$ cat config.mk
export PLATFORM = sky130hd
export DESIGN_NAME = hma_div
export DESIGN_NICKNAME = d
export VERILOG_FILES = /design/src/hdl/hma_pkg.sv /design/src/hdl/hma_div.sv
export SDC_FILE = /design/constraint.sdc
export NUM_CORES = 1
export LEC_CHECK = 0
export ABC_CLOCK_PERIOD_IN_PS = 2510
export BUFFER_PORTS_ARGS = -buffer_cell sky130_fd_sc_hd__buf_4
export CAP_MARGIN = 20
export CORE_MARGIN = 8
export CORE_UTILIZATION = 48
export DETAILED_ROUTE_END_ITERATION = 8
export PLACE_DENSITY = 0.8
export SLEW_MARGIN = 20
export SYNTH_ARGS = -nofsm -noshare
export SYNTH_HDL_FRONTEND = slang
export SYNTH_SLANG_ARGS = --single-unit
$ cat constraint.sdc
create_clock -name clock -period 2.51 [get_ports clock]
set_input_delay 0.6275 -clock clock [delete_from_list [all_inputs] [get_ports clock]]
set_output_delay 0.6275 -clock clock [all_outputs]
set_load 0.02 [all_outputs]
$ cat src/hdl/hma_pkg.sv
// ----------------------------------------------------------------------------
// hma_pkg
// Shared types and constants for the hull moving average block.
// ----------------------------------------------------------------------------
`default_nettype none
package hma_pkg;

   localparam int MAX_PERIOD_DEF = 256;
   localparam int DIFF_DEPTH_DEF = 16;
   localparam int PERIOD_W       = 9;
   localparam logic [PERIOD_W-1:0] PERIOD_RESET = 9'd20;
   localparam int PRICE_W        = 32;
   localparam int DIFF_W         = 35;
   localparam int HMA_W          = 34;

   typedef enum logic [2:0] {
      ST_IDLE,
      ST_ROOT,
      ST_WALK,
      ST_DIVIDE,
      ST_DONE
   } state_type;

   typedef enum logic [1:0] {
      PH_FULL,
      PH_HALF,
      PH_DIFF
   } phase_type;

   typedef struct packed {
      logic start;
      logic done;
   } div_ctl_type;

endpackage
`default_nettype wire

$ cat src/hdl/hma_div.sv
// ----------------------------------------------------------------------------
// hma_div
// Restoring unsigned divider, one quotient bit per cycle.
// ----------------------------------------------------------------------------
`default_nettype none
module hma_div #(
   parameter int NUM_W = 52,
   parameter int DEN_W = 16
) (
   input  wire logic              clock,
   input  wire logic              reset,
   input  wire logic              start,
   input  wire logic [NUM_W-1:0]  dividend,
   input  wire logic [DEN_W-1:0]  divisor,
   output hma_pkg::div_ctl_type   status,
   output logic      [NUM_W-1:0]  quotient
);

   localparam int CNT_W = $clog2(NUM_W + 1);

   logic [NUM_W-1:0] quo_ff, quo_in;
   logic [DEN_W-1:0] rem_ff, rem_in;
   logic [DEN_W-1:0] den_ff, den_in;
   logic [CNT_W-1:0] cnt_ff, cnt_in;
   logic             busy_ff, busy_in;
   logic             done_ff, done_in;
   logic [DEN_W:0]   trial;
   logic             fits;

   assign trial = {rem_ff, quo_ff[NUM_W-1]};
   assign fits  = trial >= {1'b0, den_ff};

   always_comb begin
      quo_in  = quo_ff;
      rem_in  = rem_ff;
      den_in  = den_ff;
      cnt_in  = cnt_ff;
      busy_in = busy_ff;
      done_in = 1'b0;
      if (start) begin
         quo_in  = dividend;
         rem_in  = '0;
         den_in  = divisor;
         cnt_in  = CNT_W'(NUM_W);
         busy_in = 1'b1;
      end else if (busy_ff) begin
         quo_in = {quo_ff[NUM_W-2:0], fits};
         rem_in = fits ? DEN_W'(trial - {1'b0, den_ff}) : DEN_W'(trial);
         cnt_in = cnt_ff - 1'b1;
         if (cnt_ff == CNT_W'(1)) begin
            busy_in = 1'b0;
            done_in = 1'b1;
         end
      end
   end

   always_ff @(posedge clock) begin
      if (reset) begin
         busy_ff <= 1'b0;
         done_ff <= 1'b0;
         cnt_ff  <= '0;
      end else begin
         busy_ff <= busy_in;
         done_ff <= done_in;
         cnt_ff  <= cnt_in;
      end
      quo_ff <= quo_in;
      rem_ff <= rem_in;
      den_ff <= den_in;
   end

   assign status.start = start;
   assign status.done  = done_ff;
   assign quotient     = quo_ff;

endmodule
`default_nettype wire

==> results.ini, run 1 <==
[logic_synthesis]
seq_area_frac_synth_pct = 54.3
synth_fp_nets = 484
yosys.area.top_type_share_pct = 44.0
synth.area.top_cells = edfxtp_1 (44%), mux2_2 (13%), dfxtp_1 (10%)
yosysMostFrequentCell = edfxtp_1
synth_flop_cell = edfxtp_1
ys_top_cells_by_count = edfxtp_1 (68), mux2_2 (52), nor2_1 (36)
synth_edf_count = 68
synth_top_area_cell = edfxtp_1
ys_types = 52
syn_area_um2 = 4650
synth_warnings = 0
async_flop_share_pct = 0
syn_inst = 394
ys_seq_elements = 92
avgSynthCellArea_um2 = 11.8

[critical_path]
cp_cell_sequence = inv_1 -> ha_1 -> nor2b_2 -> o31a_1 -> o31ai_1 -> buf_4 -> a2111o_1 -> and2_4 -> or4b_1 -> o311ai_1
cp_max_fo = 4
endpoint_kind = register
r2r-end = rem_ff[1]
worstPathArrival_ps = 2780
reg2regPathDepth = 10
cp-start-kind = register
worstPathRequired_ps = 2790
slowest_stage = or4b_1
regToRegSetupSlack_ps = 10
cp_top_family = simple AND/OR/NAND/NOR gates
r2r_start = den_ff[1]
crit_type = register to register
slowest_delay_ps = 460
critPathBufInv = 2

[timing]
post-route-min-period_ps = 2500
setup_viol = 0
rsz0062_at_grt = yes
max_slew_margin_pct = 64.1
slew_viol_final = 0
final.setup_skew_ps = 16.5
timing.final.crit_share_pct = 99.5
finalHoldViolations = 0
worst_pin_slew_ps = 532
setup_ws_ps = 13.4
fmax_ghz = 0.401

[clocking]
root_buffer = clkbuf_8
postCtsHoldBufs = 0
cts_tree = built
clk-insertion-delay-late_ps = 370
h-tree-depth = 3
cts.reportedPaths.clkPinSlew_ps = 100
cts.path.max_buffers = 2
cts_num_sinks = 92
cts_buffers = 9

[drt]
ant_nets = 0
firstDrtPassIters = 5
drc = 0
via_per_inst = 5.37
dr_total_vias = 3617
drt_iter0_drc = 277
wl_um = 11700
wl_per_cell_um = 17.4

[grt]
grt_pass1_vias = 3592
grt_antenna_before_repair = 0
grt_max_degree = 42
overflow = 0
grt_pass1_wl_um = 18000
grt_usage_pct = 17.5

[status]
outcome = finished clean

[power]
power_frac_comb_pct = 28.0
seq_power_share_pct = 48.6
p_sw_mw = 1.19
powerDensity_nw_per_um2 = 630
p_leak_nw = 2.53
ir_drop_mv = 0.309
p_sw_share_pct = 30.6
power.share.clock_pct = 23.4
cell_internal_pwr_mw = 2.69
fin_total_pwr_mw = 3.88

[floorplanning]
die-area_um2 = 13100
dieWidth_um = 114
die_y_um = 114
placementRows = 36
start_util_pct = 48.4
num_io_pins = 125
coreArea_um2 = 9590

[placed_design]
hpwl_um = 8470
place.gp.congestion = 0.896
post-place-ws_ps = -37.2
port_buffers = 124

[min_path]
hold_path.class = input port to register
holdPathEnd = den_ff[2]
whs_path_depth = 1
min_from = divisor[2]

[layout]
num_antenna_cells = 0
syn_to_final_growth_pct = 32.6
drive_above_1_share_pct = 45.7
nets = 626

[run]
maxCapViolCount = 0

==> timing repair <==
action | in CTS | in global routing
gates resized for setup | 3 | 21
endpoints found under the hold margin | 0 | 0
setup endpoints to repair | 2 | 13
gates cloned | 0 | 0
pin swaps | 1 | 12
buffers inserted | 0 | 2
==> layout make-up <==
| cell class | instances | area (µm²) |
|---|---|---|
| fillers | 742 | 3430 |
| flip-flops and latches | 92 | 2520 |
| multi-input cells | 256 | 2030 |
| repair buffers | 154 | 1180 |
| well taps | 133 | 166 |
| clock buffers | 11 | 131 |
| inverters | 23 | 86.3 |
| clock inverters | 5 | 38.8 |
==> registers in the layout, summed over array words and instances (netlist names) <==
| register | count |
|---|---|
| cnt_ff | 6 |
| done_ff | 1 |
| busy_ff | 1 |
| den_ff | 16 |
| rem_ff | 16 |
| quotient | 52 |
==> per-layer routing <==
metal  global-route usage (%)  vias to the layer above  wire length [µm]
met2                     29.3                      121              6160
li1                         -                     1730                 -
met4                     7.45                        0               208
met5                        0                        -                 0
met3                     4.11                       15               574
met1                     20.9                     1751              4780
==> how the worst max path moves through the flow <==
stage                            start          to  cells after the start
after floorplan           quotient[51]   rem_ff[1]                     10
after global placement       den_ff[9]   rem_ff[1]                     10
after detailed placement     den_ff[9]   rem_ff[1]                     10
after CTS                    den_ff[9]   rem_ff[1]                     10
after global routing         den_ff[0]  rem_ff[10]                     10
final                        den_ff[1]   rem_ff[1]                     10
==> power groups by stage <==
stage	Clock, mW	Sequential [mW]	Combinational (mW)
floorplan	0	2.02	0.491
global placement	0	1.91	1.00
detailed placement	0	1.92	1.03
CTS	0.933	1.89	1.04
global route	0.993	1.91	1.18
finish	0.909	1.89	1.09
==> logic make-up after synthesis <==
| group | synth area share, % |
|---|---|
| AO/OA/AOI/OAI | 9.99 |
| XOR/XNOR | 3.02 |
| adder cells (fa/ha/maj) | 5.28 |
| buffers and inverters | 4.09 |
| AND/OR/NAND/NOR | 10.7 |
| multiplexers | 12.6 |
| flip-flops | 54.3 |
==> worst reg2reg max path, cell delays in order (launching register included) <==
cell	delay (ps)
edfxtp_1	380
inv_1	50
ha_1	310
nor2b_2	170
o31a_1	160
o31ai_1	70
buf_4	160
a2111o_1	400
and2_4	170
or4b_1	470
o311ai_1	100
==> layout by cell type (no fill, tap or decap), types with 2 or more instances in the layout <==
master,n
a211oi_2,2
a21o_1,2
a21oi_1,16
a311oi_1,12
a31oi_1,2
buf_12,2
buf_4,152
clkbuf_1,2
clkbuf_8,9
clkinvlp_4,2
dfxtp_1,24
edfxtp_1,68
ha_1,11
ha_2,5
ha_4,2
inv_1,22
mux2_2,52
nand2_1,32
nand2b_1,2
nand4_1,3
nand4b_1,3
nor2_1,35
nor2b_1,2
nor2b_2,2
nor3_1,6
nor3b_1,2
nor4_1,2
nor4b_1,2
o21a_1,2
o21ai_0,5
o21bai_1,2
o311ai_1,2
o31a_1,2
o31ai_1,3
or2_2,3
xnor2_1,8
xor2_1,8
==> stage by stage <==
stage	cells	hold slack (ps)	TNS, ps	instance area [µm²]	utilization, %
CTS	672	417	0	6060	63.2
global route	674	413	-747	6160	64.2
detailed placement	656	494	-37.2	5870	61.2
global placement	656	480	0	5870	61.2
finish	674	435	0	6160	64.2
floorplan	394	469	0	4650	-
(Power assumes the default switching activity.)
==> inputs of run 2 (changes only) <==
PLACE_DENSITY = 0.83   (was 0.8)
==> run 2 against run 1 <==
  * Sequential share of layout area fell by 0.69 points
  * Non-clock buffer count rose by 4
  * Highest routed layer unchanged
  * Sequential power barely moved
  * Cell area rose by 1.7%
  * Power rose by 3.4%
  * Clock power rose by 12%
  * Combinational power barely moved
  * Critical path type unchanged
  * Clock skew fell by 8.1 ps
  * Clock-buffer cell count rose by 1
  * Largest power group unchanged
==> results.ini, run 2 (synthesis gave the netlist of run 1 again) <==
[timing]
finalHoldViolations = 0
timing.final.crit_share_pct = 97.7
post-route-min-period_ps = 2450
rsz0062_at_grt = yes
worst_pin_slew_ps = 667
final.setup_skew_ps = 8.41
slew_viol_final = 0
hold_slack_ps = 430
fmax_ghz = 0.408
setup-tns-final_ps = 0
max_slew_margin_pct = 55.5
setup_viol = 0

[drt]
ant_nets = 0
wl_per_cell_um = 17.8
wl_um = 12100
highest_layer = met4
firstDrtPassIters = 4
drt_iter0_drc = 207
via_per_inst = 5.36
wl_met2_um = 6420
routed-wl-met3_um = 584
drc = 0
wl_met1_um = 4730
dr_total_vias = 3635

[power]
p_sw_mw = 1.22
cell_internal_pwr_mw = 2.80
ir_drop_mv = 0.456
p_sw_share_pct = 30.3
power.share.clock_pct = 25.3
p_leak_nw = 2.60
power_frac_comb_pct = 27.5
seq_power_share_pct = 47.1
powerDensity_nw_per_um2 = 641

[critical_path]
critPathBufInv = 2
cp_max_fo = 5
slowest_stage = or4b_4
r2r-end = rem_ff[1]
slowest_delay_ps = 540
worstPathRequired_ps = 2790
worstPathArrival_ps = 2740
cp_num_cells = 9
reg2regPathDepth = 9
r2r_start = den_ff[8]
cp_cell_sequence = inv_1 -> ha_4 -> buf_6 -> o21ai_0 -> or2_1 -> a2111o_1 -> and2_4 -> or4b_4 -> o311ai_4
crit_type = register to register
regToRegSetupSlack_ps = 60
cp_top_family = simple AND/OR/NAND/NOR gates
cp-start-kind = register
endpoint_kind = register

[clocking]
cts_num_sinks = 92
h-tree-depth = 3
cts.reportedPaths.clkPinSlew_ps = 90
root_buffer = clkbuf_8
clk-insertion-delay-late_ps = 370
cts.path.max_buffers = 2
cts_buffers = 9
cts_tree = built

[layout]
multi_input_area_um2 = 2080
regArea_um2 = 2520
nets = 630
layout_commonest_cell = buf_4
final_cell_mix = buf_4 (155), edfxtp_1 (68), mux2_2 (52)
nFillCells = 723
drive_above_1_share_pct = 46.4
final_core_utilization_pct = 65.3
largest_reg_flops = 52
syn_to_final_growth_pct = 34.9
num_antenna_cells = 0

[floorplanning]
placementRows = 36
die_y_um = 114
start_util_pct = 48.4
num_io_pins = 125
die-area_um2 = 13100
dieWidth_um = 114
coreArea_um2 = 9590

[min_path]
hold_path.class = input port to register
whs_path_depth = 1
min_from = divisor[15]
holdPathEnd = den_ff[15]

[placed_design]
port_buffers = 124
hpwl_um = 8760
place.gp.congestion = 0.896

[status]
outcome = finished clean

[grt]
grt_pass1_wl_um = 18600
grt_antenna_before_repair = 0
grt_max_degree = 53
grt_usage_pct = 18.2
overflow = 0
grt_pass1_vias = 3716

[run]
maxCapViolCount = 0

==> run 2: changes by cell type in the layout (fill, tap and decap cells not counted), sizes merged <==
cell	delta
clkinvlp	-2
inv	+1
buf	+4
clkbuf	+1
==> run 2: how the worst max path moves through the flow <==
stage | start | to
CTS | den_ff[1] | rem_ff[1]
detailed placement | den_ff[9] | rem_ff[1]
global route | rem_ff[1] | rem_ff[1]
global placement | den_ff[9] | rem_ff[4]
finish | den_ff[8] | rem_ff[1]
floorplan | quotient[51] | rem_ff[1]
==> run 2: worst reg2reg max path, cell delays in order (launching register included) <==
cell and delay, ps:
edfxtp_1 330, inv_1 60, ha_4 270, buf_6 110
o21ai_0 90, or2_1 270, a2111o_1 450, and2_4 160
or4b_4 540, o311ai_4 90
==> run 2: layer usage <==
| metal | track usage [%] | up-vias |
|---|---|---|
| met2 | 31.9 | 101 |
| met1 | 20.7 | 1767 |
| met5 | 0 | - |
| met4 | 8.43 | 0 |
| met3 | 3.96 | 27 |
| li1 | - | 1740 |
==> run 2: area by class of cell <==
type / count / share of cell area, %
clock buffers: 12 / 2.66
clock inverters: 4 / 0.559
inverters: 23 / 1.38
multi-input cells: 256 / 33.2
flip-flops and latches: 92 / 40.3
well taps: 133 / 2.66
repair buffers: 158 / 19.2
==> run 2: through the flow <==
stage,power (mW),worst slack (ps),area [µm²],instances
floorplan,2.51,12.9,4650,394
global placement,2.92,-2.28,5900,661
detailed placement,2.95,-62.8,5900,661
CTS,3.97,0.111,6120,677
global route,4.20,-44.5,6270,678
finish,4.02,57.7,6270,678
==> run 2: power groups by stage <==
stage / clock (mW) / sequential, mW / combinational [mW]
2_1_floorplan: 0 / 2.02 / 0.491
3_3_place_gp: 0 / 1.91 / 1.00
3_5_place_dp: 0 / 1.92 / 1.03
4_1_cts: 1.04 / 1.89 / 1.05
5_1_grt: 1.09 / 1.91 / 1.20
6_report: 1.02 / 1.89 / 1.11
==> run 2: what timing repair did <==
action / CTS / global route
pin swaps: 0 / 10
setup buffers: 0 / 2
setup endpoints to repair: 4 / 16
hold buffers: 0 / 0
gates resized for setup: 4 / 26
==> inputs of run 3 (changes only) <==
BUFFER_PORTS_ARGS = -buffer_cell sky130_fd_sc_hd__buf_2   (was -buffer_cell sky130_fd_sc_hd__buf_4)
CELL_PAD_IN_SITES_DETAIL_PLACEMENT = 0   (was default)
CELL_PAD_IN_SITES_GLOBAL_PLACEMENT = 1   (was default)
CORE_UTILIZATION = 37   (was 48)
PLACE_DENSITY = 0.82   (was 0.83)
==> run 3 against run 2 <==
  * Die area increased by 25%
  * Global-route usage decreased by 4.8 points
  * Maximum frequency increased by 0.79%
  * Largest cell class unchanged
  * Cell area decreased by 3.5%
  * Setup slack improved by 19 ps
  * Via count decreased by 4.2%
  * Clock skew increased by 1.9 ps
  * Sequential cell count unchanged
  * Highest routed layer unchanged
  * Power increased by 6.5%
==> results.ini, run 3 (synthesis gave the netlist of run 1 again) <==
[power]
p_leak_nw = 2.52
fin_total_pwr_mw = 4.28
ir_drop_mv = 0.373
p_sw_share_pct = 28.9
cell_internal_pwr_mw = 3.04
powerDensity_nw_per_um2 = 708
p_sw_mw = 1.24
power_frac_comb_pct = 22.8
power.share.clock_pct = 33.2
seq_power_share_pct = 44.0

[timing]
timing.final.crit_share_pct = 96.9
worst_pin_slew_ps = 525
setup_viol = 0
final.setup_skew_ps = 10.3
post-route-min-period_ps = 2430
rsz0062_at_grt = yes
setup_ws_ps = 77.0
max_slew_margin_pct = 64.5
hold_slack_ps = 456
finalHoldViolations = 0
slew_viol_final = 0
fmax_ghz = 0.411

[grt]
grt_util_met2_pct = 21.8
grt_usage_pct = 13.4
grt_util_met1_pct = 15.8
grt_pass1_wl_um = 17500
grt_antenna_before_repair = 0
grt_max_degree = 53
busiest_layer = met2
grt_pass1_vias = 3602
grt.met3_usage_pct = 4.66
overflow = 0

[drt]
firstDrtPassIters = 4
wl_um = 10900
ant_nets = 0
drc = 0
wl_per_cell_um = 15.2
dr_total_vias = 3484
via_per_inst = 4.87
drt_iter0_drc = 195

[critical_path]
endpoint_kind = register
crit_type = register to register
cp-start-kind = register
worstPathArrival_ps = 2680
worstPathRequired_ps = 2760
cp_max_fo = 4

[floorplanning]
die-area_um2 = 16400
start_util_pct = 37.4
dieWidth_um = 128
num_io_pins = 125
placementRows = 41
coreArea_um2 = 12400
die_y_um = 128

[layout]
syn_to_final_growth_pct = 30.1
final_cell_mix = buf_2 (123), edfxtp_1 (68), mux2_2 (52)
nets = 629
finalInstanceArea_um2 = 6040
drive_above_1_share_pct = 45.0
num_antenna_cells = 0
largest_reg_flops = 52
layout_commonest_cell = buf_2

[placed_design]
post-place-ws_ps = 0.0848
placed_area_um2 = 5650
port_buffers = 124
hpwl_um = 8130
place.gp.congestion = 0.827

[clocking]
cts.reportedPaths.clkPinSlew_ps = 70
cts_buffers = 9
root_buffer = clkbuf_16
clk-insertion-delay-late_ps = 350
cts_tree = built
cts_num_sinks = 92
h-tree-depth = 3
cts.path.max_buffers = 2
postCtsSetupRepairBufs = 0

[status]
outcome = finished clean

[run]
maxCapViolCount = 0

[min_path]
hold_path.class = input port to register

[run 3: cell types whose count changed in the layout (fill, tap and decap cells not counted), sizes merged]
| cell | previous run | this run |
|---|---|---|
| clkbuf | 12 | 9 |
| bufinv | 0 | 1 |
| buf | 158 | 157 |
| inv | 26 | 28 |
[run 3: path summary, 6_finish.rpt]
check	from	endpoint	slack (ps)	cells after the start
setup / recovery	den_ff[1]	rem_ff[1]	80	10
hold / removal	divisor[4]	den_ff[4]	460	1
setup reg to reg	den_ff[1]	rem_ff[1]	80	10
hold reg to reg	rem_ff[7]	rem_ff[8]	500	2
[run 3: area by class of cell]
cell class / instances / area [µm²]
Fill cell: 1182 / 6370
Clock inverter: 7 / 87.6
Multi-Input combinational cell: 256 / 2010
Sequential cell: 92 / 2520
Inverter: 23 / 86.3
Tap cell: 172 / 215
Timing Repair Buffer: 157 / 896
Clock buffer: 9 / 225
[run 3: through the flow]
stage                     util [%]  TNS (ps)  cells
final                         48.7         0    716
after global routing          48.7     -44.6    716
after CTS                     48.1         0    716
after detailed placement      45.5         0    700
after global placement        45.5         0    700
after floorplan                  -         0    394
[run 3: power groups by stage]
stage | registers (mW) | clock network, mW | logic (mW)
final | 1.88 | 1.42 | 0.973
after global routing | 1.90 | 1.52 | 1.07
after CTS | 1.88 | 1.47 | 0.955
after detailed placement | 1.91 | 0 | 0.952
after global placement | 1.91 | 0 | 0.943
after floorplan | 2.02 | 0 | 0.491
[run 3: metal layers]
layer	routed length [µm]	vias up	part of all wire [%]
met5	0	-	0
met1	4770	1637	44
met4	174	0	1.6
li1	-	1748	-
met2	5230	86	48
met3	671	13	6.2
[run 3: worst max-delay path, stage by stage (launching register included)]
cell	delay, ps
edfxtp_1	350
inv_1	50
ha_1	270
nor2b_1	160
o31a_1	170
o31ai_1	70
buf_4	150
a2111o_1	390
and2_4	180
or4b_1	460
o311ai_1	90
[run 3: repair_timing]
action | 4_1_cts | 5_1_grt
endpoints found under the setup margin | 0 | 15
gates resized for setup | 0 | 15
hold buffers | 0 | 0
